===== src/rtl/core/tlvs_pkg.sv =====
// Shared types and constants of the thick line vector splitter.
package tlvs_pkg;

	localparam int QUEUE_DEPTH = 2;
	localparam logic [4:0] MAX_BRUSH_WIDTH = 5'd31;
	localparam logic [6:0] RUN_CAP = 7'd64;

	localparam logic [1:0] REG_BRUSH_WIDTH = 2'd0;
	localparam logic [1:0] REG_TEXTURED = 2'd1;
	localparam logic [1:0] REG_RASTER_OP = 2'd2;

	// One prepared segment handed from the front end to the vector generator.
	typedef struct packed {
		logic thin;
		logic poly;
		logic ymaj;
		logic pos;
		logic [15:0] x0;
		logic [15:0] y0;
		logic [15:0] x1;
		logic [15:0] y1;
		logic signed [7:0] err;
		logic [4:0] minax;
		logic [4:0] majax;
		logic [9:0] diag;
	} job_t;

endpackage


===== src/rtl/core/tlvs_front.sv =====
// Front end: takes a segment, finds its length and half-width offsets, builds a job.
module tlvs_front (
	input  logic clk,
	input  logic arst_n,
	input  logic in_valid,
	output logic in_ready,
	input  logic signed [14:0] start_x,
	input  logic signed [14:0] start_y,
	input  logic signed [14:0] end_x,
	input  logic signed [14:0] end_y,
	input  logic poly_segment,
	input  logic [4:0] brush_width,
	output logic job_valid,
	input  logic job_ready,
	output tlvs_pkg::job_t job
);

	localparam logic [4:0] MAX_BRUSH_WIDTH_L = tlvs_pkg::MAX_BRUSH_WIDTH;

	typedef enum logic [6:0] {
		F_IDLE = 7'b0000001,
		F_SQA  = 7'b0000010,
		F_SQB  = 7'b0000100,
		F_ROOT = 7'b0001000,
		F_DIVA = 7'b0010000,
		F_DIVB = 7'b0100000,
		F_PUSH = 7'b1000000
	} fstate_t;

	fstate_t state_q;
	logic signed [15:0] sx_q, sy_q, ex_q, ey_q, dx_q, dy_q;
	logic poly_q, thin_q;
	logic [4:0] w_q;
	logic [31:0] rad_q;
	logic [15:0] root_q;
	logic [3:0] bit_q;
	logic [19:0] dvd_q;
	logic [15:0] rem_q;
	logic [4:0] cnt_q;
	logic [3:0] dyp_q, dxp_q;

	logic signed [15:0] dx_in, dy_in;
	logic [4:0] w_in;
	logic [14:0] adx, ady;
	logic [15:0] cand;
	logic [31:0] cand_sq;
	logic [16:0] div_r;
	logic div_ge;
	logic [16:0] div_diff;
	logic [15:0] rem_n;
	logic [19:0] dvd_n;
	logic ymaj, pos;
	logic signed [15:0] dxp_s, dyp_s;

	assign dx_in = 16'(end_x) - 16'(start_x);
	assign dy_in = 16'(end_y) - 16'(start_y);
	assign w_in = (brush_width > MAX_BRUSH_WIDTH_L) ? MAX_BRUSH_WIDTH_L : brush_width;

	assign adx = dx_q[15] ? 15'(-dx_q) : dx_q[14:0];
	assign ady = dy_q[15] ? 15'(-dy_q) : dy_q[14:0];

	assign cand = root_q | (16'd1 << bit_q);
	assign cand_sq = cand * cand;

	assign div_r = {rem_q, dvd_q[19]};
	assign div_ge = div_r >= {1'b0, root_q};
	assign div_diff = div_r - {1'b0, root_q};
	assign rem_n = div_ge ? div_diff[15:0] : div_r[15:0];
	assign dvd_n = {dvd_q[18:0], div_ge};

	assign in_ready = (state_q == F_IDLE);
	assign job_valid = (state_q == F_PUSH);

	always_ff @(posedge clk or negedge arst_n) begin
		if (!arst_n) begin
			state_q <= F_IDLE;
		end else begin
			case (state_q)
				F_IDLE: begin
					if (in_valid) begin
						if (w_in <= 5'd1 || (dx_in == 16'sd0 && dy_in == 16'sd0)) begin
							state_q <= F_PUSH;
						end else begin
							state_q <= F_SQA;
						end
					end
				end
				F_SQA: state_q <= F_SQB;
				F_SQB: state_q <= F_ROOT;
				F_ROOT: begin
					if (bit_q == 4'd0) begin
						state_q <= F_DIVA;
					end
				end
				F_DIVA: begin
					if (cnt_q == 5'd0) begin
						state_q <= F_DIVB;
					end
				end
				F_DIVB: begin
					if (cnt_q == 5'd0) begin
						state_q <= F_PUSH;
					end
				end
				F_PUSH: begin
					if (job_ready) begin
						state_q <= F_IDLE;
					end
				end
				default: state_q <= F_IDLE;
			endcase
		end
	end

	always_ff @(posedge clk) begin
		case (state_q)
			F_IDLE: begin
				sx_q <= 16'(start_x);
				sy_q <= 16'(start_y);
				ex_q <= 16'(end_x);
				ey_q <= 16'(end_y);
				dx_q <= dx_in;
				dy_q <= dy_in;
				poly_q <= poly_segment;
				w_q <= w_in;
				thin_q <= (w_in <= 5'd1) || (dx_in == 16'sd0 && dy_in == 16'sd0);
			end
			F_SQA: rad_q <= 32'(adx * adx);
			F_SQB: begin
				rad_q <= rad_q + 32'(ady * ady);
				root_q <= 16'd0;
				bit_q <= 4'd15;
			end
			F_ROOT: begin
				if (cand_sq <= rad_q) begin
					root_q <= cand;
				end
				bit_q <= bit_q - 4'd1;
				dvd_q <= 20'(w_q * adx);
				rem_q <= 16'd0;
				cnt_q <= 5'd19;
			end
			F_DIVA: begin
				cnt_q <= cnt_q - 5'd1;
				if (cnt_q == 5'd0) begin
					dyp_q <= dvd_n[4:1];
					dvd_q <= 20'(w_q * ady);
					rem_q <= 16'd0;
					cnt_q <= 5'd19;
				end else begin
					dvd_q <= dvd_n;
					rem_q <= rem_n;
				end
			end
			F_DIVB: begin
				cnt_q <= cnt_q - 5'd1;
				dvd_q <= dvd_n;
				rem_q <= rem_n;
				if (cnt_q == 5'd0) begin
					dxp_q <= dvd_n[4:1];
				end
			end
			default: ;
		endcase
	end

	// Build the job: offsets move both endpoints across the line's major axis.
	assign pos = !((!dx_q[15] && dx_q != 16'sd0) ^ (!dy_q[15] && dy_q != 16'sd0));
	assign ymaj = dxp_q > dyp_q;
	assign dxp_s = {12'd0, dxp_q};
	assign dyp_s = {12'd0, dyp_q};

	always_comb begin
		job.thin = thin_q;
		job.poly = poly_q;
		job.ymaj = ymaj;
		job.pos = pos;
		job.diag = 10'(w_q * w_q);
		if (thin_q) begin
			job.x0 = sx_q;
			job.y0 = sy_q;
			job.x1 = ex_q;
			job.y1 = ey_q;
			job.err = 8'sd0;
			job.minax = 5'd0;
			job.majax = 5'd0;
		end else if (ymaj) begin
			job.x0 = sx_q - dxp_s;
			job.x1 = ex_q - dxp_s;
			job.y0 = pos ? sy_q + dyp_s : sy_q - dyp_s;
			job.y1 = pos ? ey_q + dyp_s : ey_q - dyp_s;
			job.err = $signed({3'd0, dyp_q, 1'b0}) - $signed({4'd0, dxp_q});
			job.minax = {dyp_q, 1'b0};
			job.majax = {dxp_q, 1'b0};
		end else begin
			job.y0 = sy_q - dyp_s;
			job.y1 = ey_q - dyp_s;
			job.x0 = pos ? sx_q + dxp_s : sx_q - dxp_s;
			job.x1 = pos ? ex_q + dxp_s : ex_q - dxp_s;
			job.err = $signed({3'd0, dxp_q, 1'b0}) - $signed({4'd0, dyp_q});
			job.minax = {dxp_q, 1'b0};
			job.majax = {dyp_q, 1'b0};
		end
	end

endmodule


===== src/rtl/core/tlvs_queue.sv =====
// Short job queue between the front end and the vector generator.
module tlvs_queue #(
	parameter int DEPTH = tlvs_pkg::QUEUE_DEPTH
) (
	input  logic clk,
	input  logic arst_n,
	input  logic push_valid,
	output logic push_ready,
	input  tlvs_pkg::job_t push_data,
	output logic pop_valid,
	input  logic pop_ready,
	output tlvs_pkg::job_t pop_data
);

	localparam int AW = (DEPTH > 1) ? $clog2(DEPTH) : 1;
	localparam int CW = $clog2(DEPTH + 1);
	localparam logic [AW-1:0] LAST = AW'(DEPTH - 1);
	localparam logic [CW-1:0] FULL = CW'(DEPTH);

	tlvs_pkg::job_t mem_q [DEPTH];
	logic [AW-1:0] wr_q, rd_q;
	logic [CW-1:0] count_q;
	logic do_push, do_pop;

	assign push_ready = count_q != FULL;
	assign pop_valid = count_q != '0;
	assign do_push = push_valid && push_ready;
	assign do_pop = pop_valid && pop_ready;
	assign pop_data = mem_q[rd_q];

	always_ff @(posedge clk or negedge arst_n) begin
		if (!arst_n) begin
			wr_q <= '0;
			rd_q <= '0;
			count_q <= '0;
		end else begin
			if (do_push) begin
				wr_q <= (wr_q == LAST) ? '0 : wr_q + AW'(1);
			end
			if (do_pop) begin
				rd_q <= (rd_q == LAST) ? '0 : rd_q + AW'(1);
			end
			if (do_push && !do_pop) begin
				count_q <= count_q + CW'(1);
			end else if (do_pop && !do_push) begin
				count_q <= count_q - CW'(1);
			end
		end
	end

	always_ff @(posedge clk) begin
		if (do_push) begin
			mem_q[wr_q] <= push_data;
		end
	end

endmodule


===== src/rtl/core/tlvs_back.sv =====
// Vector generator: steps across brush width; one vector per unstalled cycle.
module tlvs_back (
	input  logic clk,
	input  logic arst_n,
	input  logic job_valid,
	output logic job_ready,
	input  tlvs_pkg::job_t job,
	input  logic textured_mode,
	output logic out_valid,
	input  logic out_ready,
	output logic signed [15:0] vec_x0,
	output logic signed [15:0] vec_y0,
	output logic signed [15:0] vec_x1,
	output logic signed [15:0] vec_y1,
	output logic texture_continues,
	output logic poly_flag,
	output logic last_vector
);

	typedef enum logic [3:0] {
		B_IDLE   = 4'b0001,
		B_THIN   = 4'b0010,
		B_MAIN   = 4'b0100,
		B_SECOND = 4'b1000
	} bstate_t;

	bstate_t state_q;
	logic [15:0] x0_q, y0_q, x1_q, y1_q;
	logic signed [7:0] err_q;
	logic [6:0] mc_q, nc_q, cnt_q;
	logic [13:0] msq_q, nsq_q;
	logic signed [15:0] seg_q;
	logic ymaj_q, pos_q, poly_q;
	logic [4:0] minax_q, majax_q;
	logic [9:0] diag_q;
	logic out_valid_q;

	logic emit_ok, emit, cap, epos, brk, last;
	logic [6:0] cnt_n;
	logic [13:0] msq_n, nsq_n;
	logic signed [7:0] err_n;
	logic signed [15:0] seg_n;
	logic [15:0] abs_n, abs_o;
	logic [15:0] step;

	assign emit_ok = !out_valid_q || out_ready;
	assign emit = emit_ok && (state_q != B_IDLE);
	assign job_ready = (state_q == B_IDLE);
	assign out_valid = out_valid_q;
	assign cnt_n = cnt_q + 7'd1;
	assign cap = cnt_n == tlvs_pkg::RUN_CAP;
	assign step = pos_q ? 16'hFFFF : 16'd1;

	// A main step grows the major reach; a second vector grows the minor reach.
	always_comb begin
		msq_n = msq_q;
		nsq_n = nsq_q;
		err_n = err_q;
		if (state_q == B_SECOND) begin
			nsq_n = nsq_q + {6'd0, nc_q, 1'b0} + 14'd3;
			err_n = err_q - $signed({3'd0, majax_q});
		end else begin
			msq_n = msq_q + {6'd0, mc_q, 1'b0} + 14'd3;
			err_n = err_q + $signed({3'd0, minax_q});
		end
		seg_n = $signed({6'd0, diag_q}) - $signed({2'd0, msq_n + nsq_n});
		abs_n = seg_n[15] ? 16'(-seg_n) : seg_n;
		abs_o = seg_q[15] ? 16'(-seg_q) : seg_q;
		brk = abs_n > abs_o;
		epos = (state_q == B_MAIN) && !err_n[7] && err_n != 8'sd0;
		last = (state_q == B_THIN) || cap || (!epos && brk);
	end

	always_ff @(posedge clk or negedge arst_n) begin
		if (!arst_n) begin
			state_q <= B_IDLE;
			out_valid_q <= 1'b0;
		end else begin
			if (emit) begin
				out_valid_q <= 1'b1;
			end else if (out_ready) begin
				out_valid_q <= 1'b0;
			end
			case (state_q)
				B_IDLE: begin
					if (job_valid) begin
						state_q <= job.thin ? B_THIN : B_MAIN;
					end
				end
				B_THIN: begin
					if (emit) begin
						state_q <= B_IDLE;
					end
				end
				B_MAIN: begin
					if (emit) begin
						if (last) begin
							state_q <= B_IDLE;
						end else if (epos) begin
							state_q <= B_SECOND;
						end
					end
				end
				B_SECOND: begin
					if (emit) begin
						state_q <= last ? B_IDLE : B_MAIN;
					end
				end
				default: state_q <= B_IDLE;
			endcase
		end
	end

	always_ff @(posedge clk) begin
		if (state_q == B_IDLE) begin
			x0_q <= job.x0;
			y0_q <= job.y0;
			x1_q <= job.x1;
			y1_q <= job.y1;
			err_q <= job.err;
			minax_q <= job.minax;
			majax_q <= job.majax;
			diag_q <= job.diag;
			ymaj_q <= job.ymaj;
			pos_q <= job.pos;
			poly_q <= job.poly;
			mc_q <= 7'd0;
			nc_q <= 7'd0;
			cnt_q <= 7'd0;
			msq_q <= 14'd1;
			nsq_q <= 14'd1;
			seg_q <= $signed({6'd0, job.diag}) - 16'sd2;
		end else if (emit) begin
			cnt_q <= cnt_n;
			err_q <= err_n;
			if (state_q == B_MAIN) begin
				mc_q <= mc_q + 7'd1;
				msq_q <= msq_n;
				if (!epos) begin
					seg_q <= seg_n;
				end
				if (ymaj_q) begin
					x0_q <= x0_q + 16'd1;
					x1_q <= x1_q + 16'd1;
				end else begin
					y0_q <= y0_q + 16'd1;
					y1_q <= y1_q + 16'd1;
				end
			end else if (state_q == B_SECOND) begin
				nc_q <= nc_q + 7'd1;
				nsq_q <= nsq_n;
				seg_q <= seg_n;
				if (ymaj_q) begin
					y0_q <= y0_q + step;
					y1_q <= y1_q + step;
				end else begin
					x0_q <= x0_q + step;
					x1_q <= x1_q + step;
				end
			end
		end
	end

	always_ff @(posedge clk) begin
		if (emit) begin
			vec_x0 <= x0_q;
			vec_y0 <= y0_q;
			vec_x1 <= x1_q;
			vec_y1 <= y1_q;
			texture_continues <= (state_q != B_THIN) && textured_mode && (cnt_q != 7'd0);
			poly_flag <= poly_q;
			last_vector <= last;
		end
	end

endmodule


===== src/rtl/core/thick_line_vector_splitter.sv =====
// Top level of the thick line vector splitter: configuration registers and wiring.
//
// channel   direction  words                         handshake
// in        input      start/end x,y, poly_segment   in_valid / in_ready
// out       output     one thin vector per word      out_valid / out_ready
// cfg       input      cfg_index, cfg_data           cfg_valid / cfg_ready
//
// The front end prepares one segment at a time: it squares both offsets, then
// takes a 16-step square root and two 20-step divisions on one shared divider.
// The generator sends one vector per cycle when not stalled, up to 64 per segment.
// A two-entry job queue lets the front end prepare the next segment meanwhile.
// Reset clears all control state; brush width resets to 1, other registers to 0.
// Output stalls hold the generator; a full queue holds the front end.
module thick_line_vector_splitter #(
	parameter int QUEUE_DEPTH = tlvs_pkg::QUEUE_DEPTH
) (
	input  logic clk,
	input  logic arst_n,
	input  logic in_valid,
	output logic in_ready,
	input  logic signed [14:0] start_x,
	input  logic signed [14:0] start_y,
	input  logic signed [14:0] end_x,
	input  logic signed [14:0] end_y,
	input  logic poly_segment,
	output logic out_valid,
	input  logic out_ready,
	output logic signed [15:0] vec_x0,
	output logic signed [15:0] vec_y0,
	output logic signed [15:0] vec_x1,
	output logic signed [15:0] vec_y1,
	output logic texture_continues,
	output logic poly_flag,
	output logic [15:0] op_out,
	output logic last_vector,
	input  logic cfg_valid,
	output logic cfg_ready,
	input  logic [1:0] cfg_index,
	input  logic [15:0] cfg_data
);

	logic [4:0] brush_width_q;
	logic textured_q;
	logic [15:0] raster_op_q;

	logic fq_valid, fq_ready, qb_valid, qb_ready;
	tlvs_pkg::job_t fq_job, qb_job;

	assign cfg_ready = 1'b1;
	assign op_out = raster_op_q;

	always_ff @(posedge clk or negedge arst_n) begin
		if (!arst_n) begin
			brush_width_q <= 5'd1;
			textured_q <= 1'b0;
			raster_op_q <= 16'd0;
		end else if (cfg_valid) begin
			case (cfg_index)
				tlvs_pkg::REG_BRUSH_WIDTH: brush_width_q <= cfg_data[4:0];
				tlvs_pkg::REG_TEXTURED:    textured_q <= cfg_data[0];
				tlvs_pkg::REG_RASTER_OP:   raster_op_q <= cfg_data;
				default: ;
			endcase
		end
	end

	tlvs_front u_front (
		.clk(clk),
		.arst_n(arst_n),
		.in_valid(in_valid),
		.in_ready(in_ready),
		.start_x(start_x),
		.start_y(start_y),
		.end_x(end_x),
		.end_y(end_y),
		.poly_segment(poly_segment),
		.brush_width(brush_width_q),
		.job_valid(fq_valid),
		.job_ready(fq_ready),
		.job(fq_job)
	);

	tlvs_queue #(.DEPTH(QUEUE_DEPTH)) u_queue (
		.clk(clk),
		.arst_n(arst_n),
		.push_valid(fq_valid),
		.push_ready(fq_ready),
		.push_data(fq_job),
		.pop_valid(qb_valid),
		.pop_ready(qb_ready),
		.pop_data(qb_job)
	);

	tlvs_back u_back (
		.clk(clk),
		.arst_n(arst_n),
		.job_valid(qb_valid),
		.job_ready(qb_ready),
		.job(qb_job),
		.textured_mode(textured_q),
		.out_valid(out_valid),
		.out_ready(out_ready),
		.vec_x0(vec_x0),
		.vec_y0(vec_y0),
		.vec_x1(vec_x1),
		.vec_y1(vec_y1),
		.texture_continues(texture_continues),
		.poly_flag(poly_flag),
		.last_vector(last_vector)
	);

endmodule

===== config.mk =====
export PLATFORM = sky130hd
export DESIGN_NAME = thick_line_vector_splitter
export DESIGN_NICKNAME = d
export VERILOG_FILES = /design/src/rtl/core/tlvs_pkg.sv /design/src/rtl/core/tlvs_front.sv /design/src/rtl/core/tlvs_queue.sv /design/src/rtl/core/tlvs_back.sv /design/src/rtl/core/thick_line_vector_splitter.sv
export SDC_FILE = /design/constraint.sdc
export NUM_CORES = 2
export LEC_CHECK = 0
export ABC_AREA = 1
export ABC_CLOCK_PERIOD_IN_PS = 13000
export BUFFER_PORTS_ARGS = -buffer_cell sky130_fd_sc_hd__buf_2
export CORE_MARGIN = 1.5
export CORE_UTILIZATION = 45
export CTS_CLUSTER_SIZE = 16
export DETAILED_ROUTE_END_ITERATION = 7
export PLACE_DENSITY = 0.62
export SYNTH_ARGS = -nofsm -noshare
export SYNTH_HDL_FRONTEND = slang
export SYNTH_SLANG_ARGS = --single-unit

===== constraint.sdc =====
create_clock -name clk -period 13 [get_ports clk]
set_input_delay 0 -clock clk [delete_from_list [all_inputs] [get_ports clk]]
set_output_delay 0 -clock clk [all_outputs]
set_load 0.01 [all_outputs]

==> metrics.yaml <==
clocking:
  numCtsBuffers: 76
  clock_path_buffers: 3
  cts_htree_levels: 3
  cts_tree: "done"
  post_cts.repair.setup_buffers: 0
  clock_latency_ns: 0.67
  clockRootBuffer: "clkbuf_16"
  cts.clk_slew.worst_paths_ns: 0.06
  cts.sinks: 641
sta:
  slew_headroom: 0.218
  min_period_over_period: 0.717
  clock.fmax_ghz: 0.107
  drv_slew: 0
  final_hold_viol_count: 0
  setup_viol: 0
  timing.final.crit_period_ns: 9.32
  rsz0062_at_grt: "false"
  fin_skew_ns: 0.0243
  fin_tns_setup_ns: 0
  worst_slew_pin_slew_ns: 1.17
critical_path:
  start_kind: "register"
  criticalPathCategory: "reg2reg"
  end_kind: "register"
  cp_num_cells: 31
  cp_top_family: "adder cells"
  path_max_fanout: 16
  ff2ff_setup_slack_ns: 3.68
  crit_path_start: "u_front.bit_q[0]"
  crit_required_ns: 13.27
  slowest_delay_ns: 0.94
  critPathSlowestCell: "a31oi_2"
  path_buf_inv: 5
  worstSetupEndpoint: "u_front.root_q[8]"
  cp.arrival_ns: 9.60
  r2r_start: "u_front.bit_q[0]"
  ff2ff_path_depth: 31
  reg2reg_to: "u_front.root_q[8]"
routing:
  via_per_inst: 5.18
  wl_per_cell_um: 16.5
  drc: 0
  postRouteAntennaNets: 0
  drt_iter0_drc: 2900
  wl_um: 151000
  vias: 47639
  drt_pass1_iterations: 6
synth:
  synth_seq_cells: 641
  synth_cells: 7130
  ys_types: 78
  yosys-top-cells-area: "edfxtp_1 27%, fa_1 18%, ha_1 12%, nand2_1 8.7%, inv_1 8.4%"
  synth_edf_count: 554
  yosysMostFrequentCell: "nand2_1"
  ys_warn_count: 0
  synth-seq-area-share: 0.301
  synth_commonest_cells: "1433 x nand2_1, 1375 x inv_1, 606 x ha_1"
  post_synth.cell_area_avg_um2: 8.67
  ys.flop_type: "edfxtp_1"
  synth_area_leader_cell: "edfxtp_1"
  synthDominantCellAreaShare: 0.269
  async_flop_share: 0.0593
  syn_area_um2: 61800
die:
  initial_core_util: 0.455
  core_area_um2: 136000
  io_pins: 170
  die_y_um: 374
  dieArea_um2: 140000
  die_x_um: 374
  core.rowCount: 135
final_layout:
  fillers: 12753
  largest_reg_flops: 180
  reg_top3: "u_queue.mem_q x180, u_front.rad_q x32, u_front.dvd_q x20"
  final_nets: 8601
  layout-area-overhead-vs-synth_pct: 10.2
  drive_gt1_frac: 0.0626
  regMostFlops: "u_queue.mem_q"
global_route:
  antenna_found_initial: 5
  grt_remaining_overflow: 0
  grt.total_usage: 0.219
  grt_pass1_wl_um: 248000
  grt_max_degree: 84
  grt_pass1_vias: 48300
placed_design:
  io_buffers: 168
  gp_congestion: 0.894
  hpwl_um: 117000
flow_run:
  maxCapViolations: 0
min_path:
  min_path_type: "in2reg"
status:
  status: "completed"
-- timing repair --
| item | 4_1_cts | 5_1_grt |
|---|---|---|
| endpoints found under the hold margin | 159 | 0 |
| gates resized for setup | 0 | 0 |
| hold buffers | 87 | 0 |
-- logic make-up (layout without fill, tap and decap cells) --
family	after synthesis	after routing	share of synthesized area
and+or+nand+nor	2415	2415	0.160
adders and majority gates	1172	1172	0.306
DFF	641	641	0.301
other	2	6	0.000122
AOI/OAI and AO/OA	1025	1025	0.0928
muxes	16	16	0.00281
buffers and inverters	1575	1852	0.0966
xor gates and xnor gates	284	284	0.0409
-- through the flow --
step	cells	hold slack, ns	setup slack (ns)	area (µm²)	util
after floorplan	7131	-0.296	0.986	61800	-
after global placement	8961	0.111	3.88	64700	0.476
after detailed placement	8961	0.105	3.66	64700	0.476
after CTS	9189	0.0217	3.62	68100	0.501
after global routing	9191	0.0577	2.88	68100	0.501
final	9192	0.0626	3.68	68100	0.501
-- layout make-up --
cell class / instances / area, µm² / area share
inverter: 1401 / 5260 / 0.0772
timing repair buffer: 310 / 2120 / 0.0312
clock inverter: 49 / 517 / 0.00759
multi-input combinational: 4915 / 37300 / 0.548
tap: 1781 / 2230 / 0.0327
antenna: 3 / 7.51 / 0.000110
clock buffer: 92 / 2040 / 0.0300
sequential: 641 / 18600 / 0.273
-- worst min-delay path by stage --
stage / end / slack, ns / startpoint / cells past startpoint
after floorplan: brush_width_q[1] / -0.30 / arst_n / 0
after global placement: u_back.out_valid / 0.11 / arst_n / 2
after detailed placement: u_back.out_valid / 0.11 / arst_n / 2
after CTS: u_front.sx_q[13] / 0.02 / start_x[13] / 2
after global routing: u_front.sx_q[11] / 0.06 / start_x[11] / 2
final: u_front.sx_q[14] / 0.06 / start_x[14] / 2
-- worst register-to-register path: cells and delay by family (launching register included) --
family          cells  cell delay (ns)
compound gates     11             3.24
fa+ha+maj           9             3.30
simple gates        5             1.13
xor+xnor            1             0.09
buf+inv             5             0.75
flops               1             0.42
-- routing by layer --
metal | share of wire | up-vias | GRT usage | routed length [µm]
li1 | - | 23310 | - | -
met1 | 0.45 | 22968 | 0.290 | 67800
met2 | 0.48 | 1109 | 0.371 | 72100
met3 | 0.046 | 246 | 0.0269 | 7030
met4 | 0.029 | 6 | 0.0719 | 4410
met5 | 0.00018 | - | 0 | 28
-- cells in the final DEF, fill, tap and decap left out, types with 48 or more instances in the layout --
master / count
nand2_1: 1432
a21oi_1: 399
dfxtp_1: 49
xnor2_1: 85
nand3_1: 187
o21ai_0: 337
ha_1: 606
fa_1: 566
buf_4: 55
dlygate4sd3_1: 87
nor2_1: 543
buf_2: 168
clkbuf_16: 77
xor2_1: 195
inv_1: 1371
edfxtp_1: 554
nand4_1: 48
nor3_1: 73
Power is not shown: default switching activity piles up to over one toggle a cycle in this logic, so the estimate is an artifact.
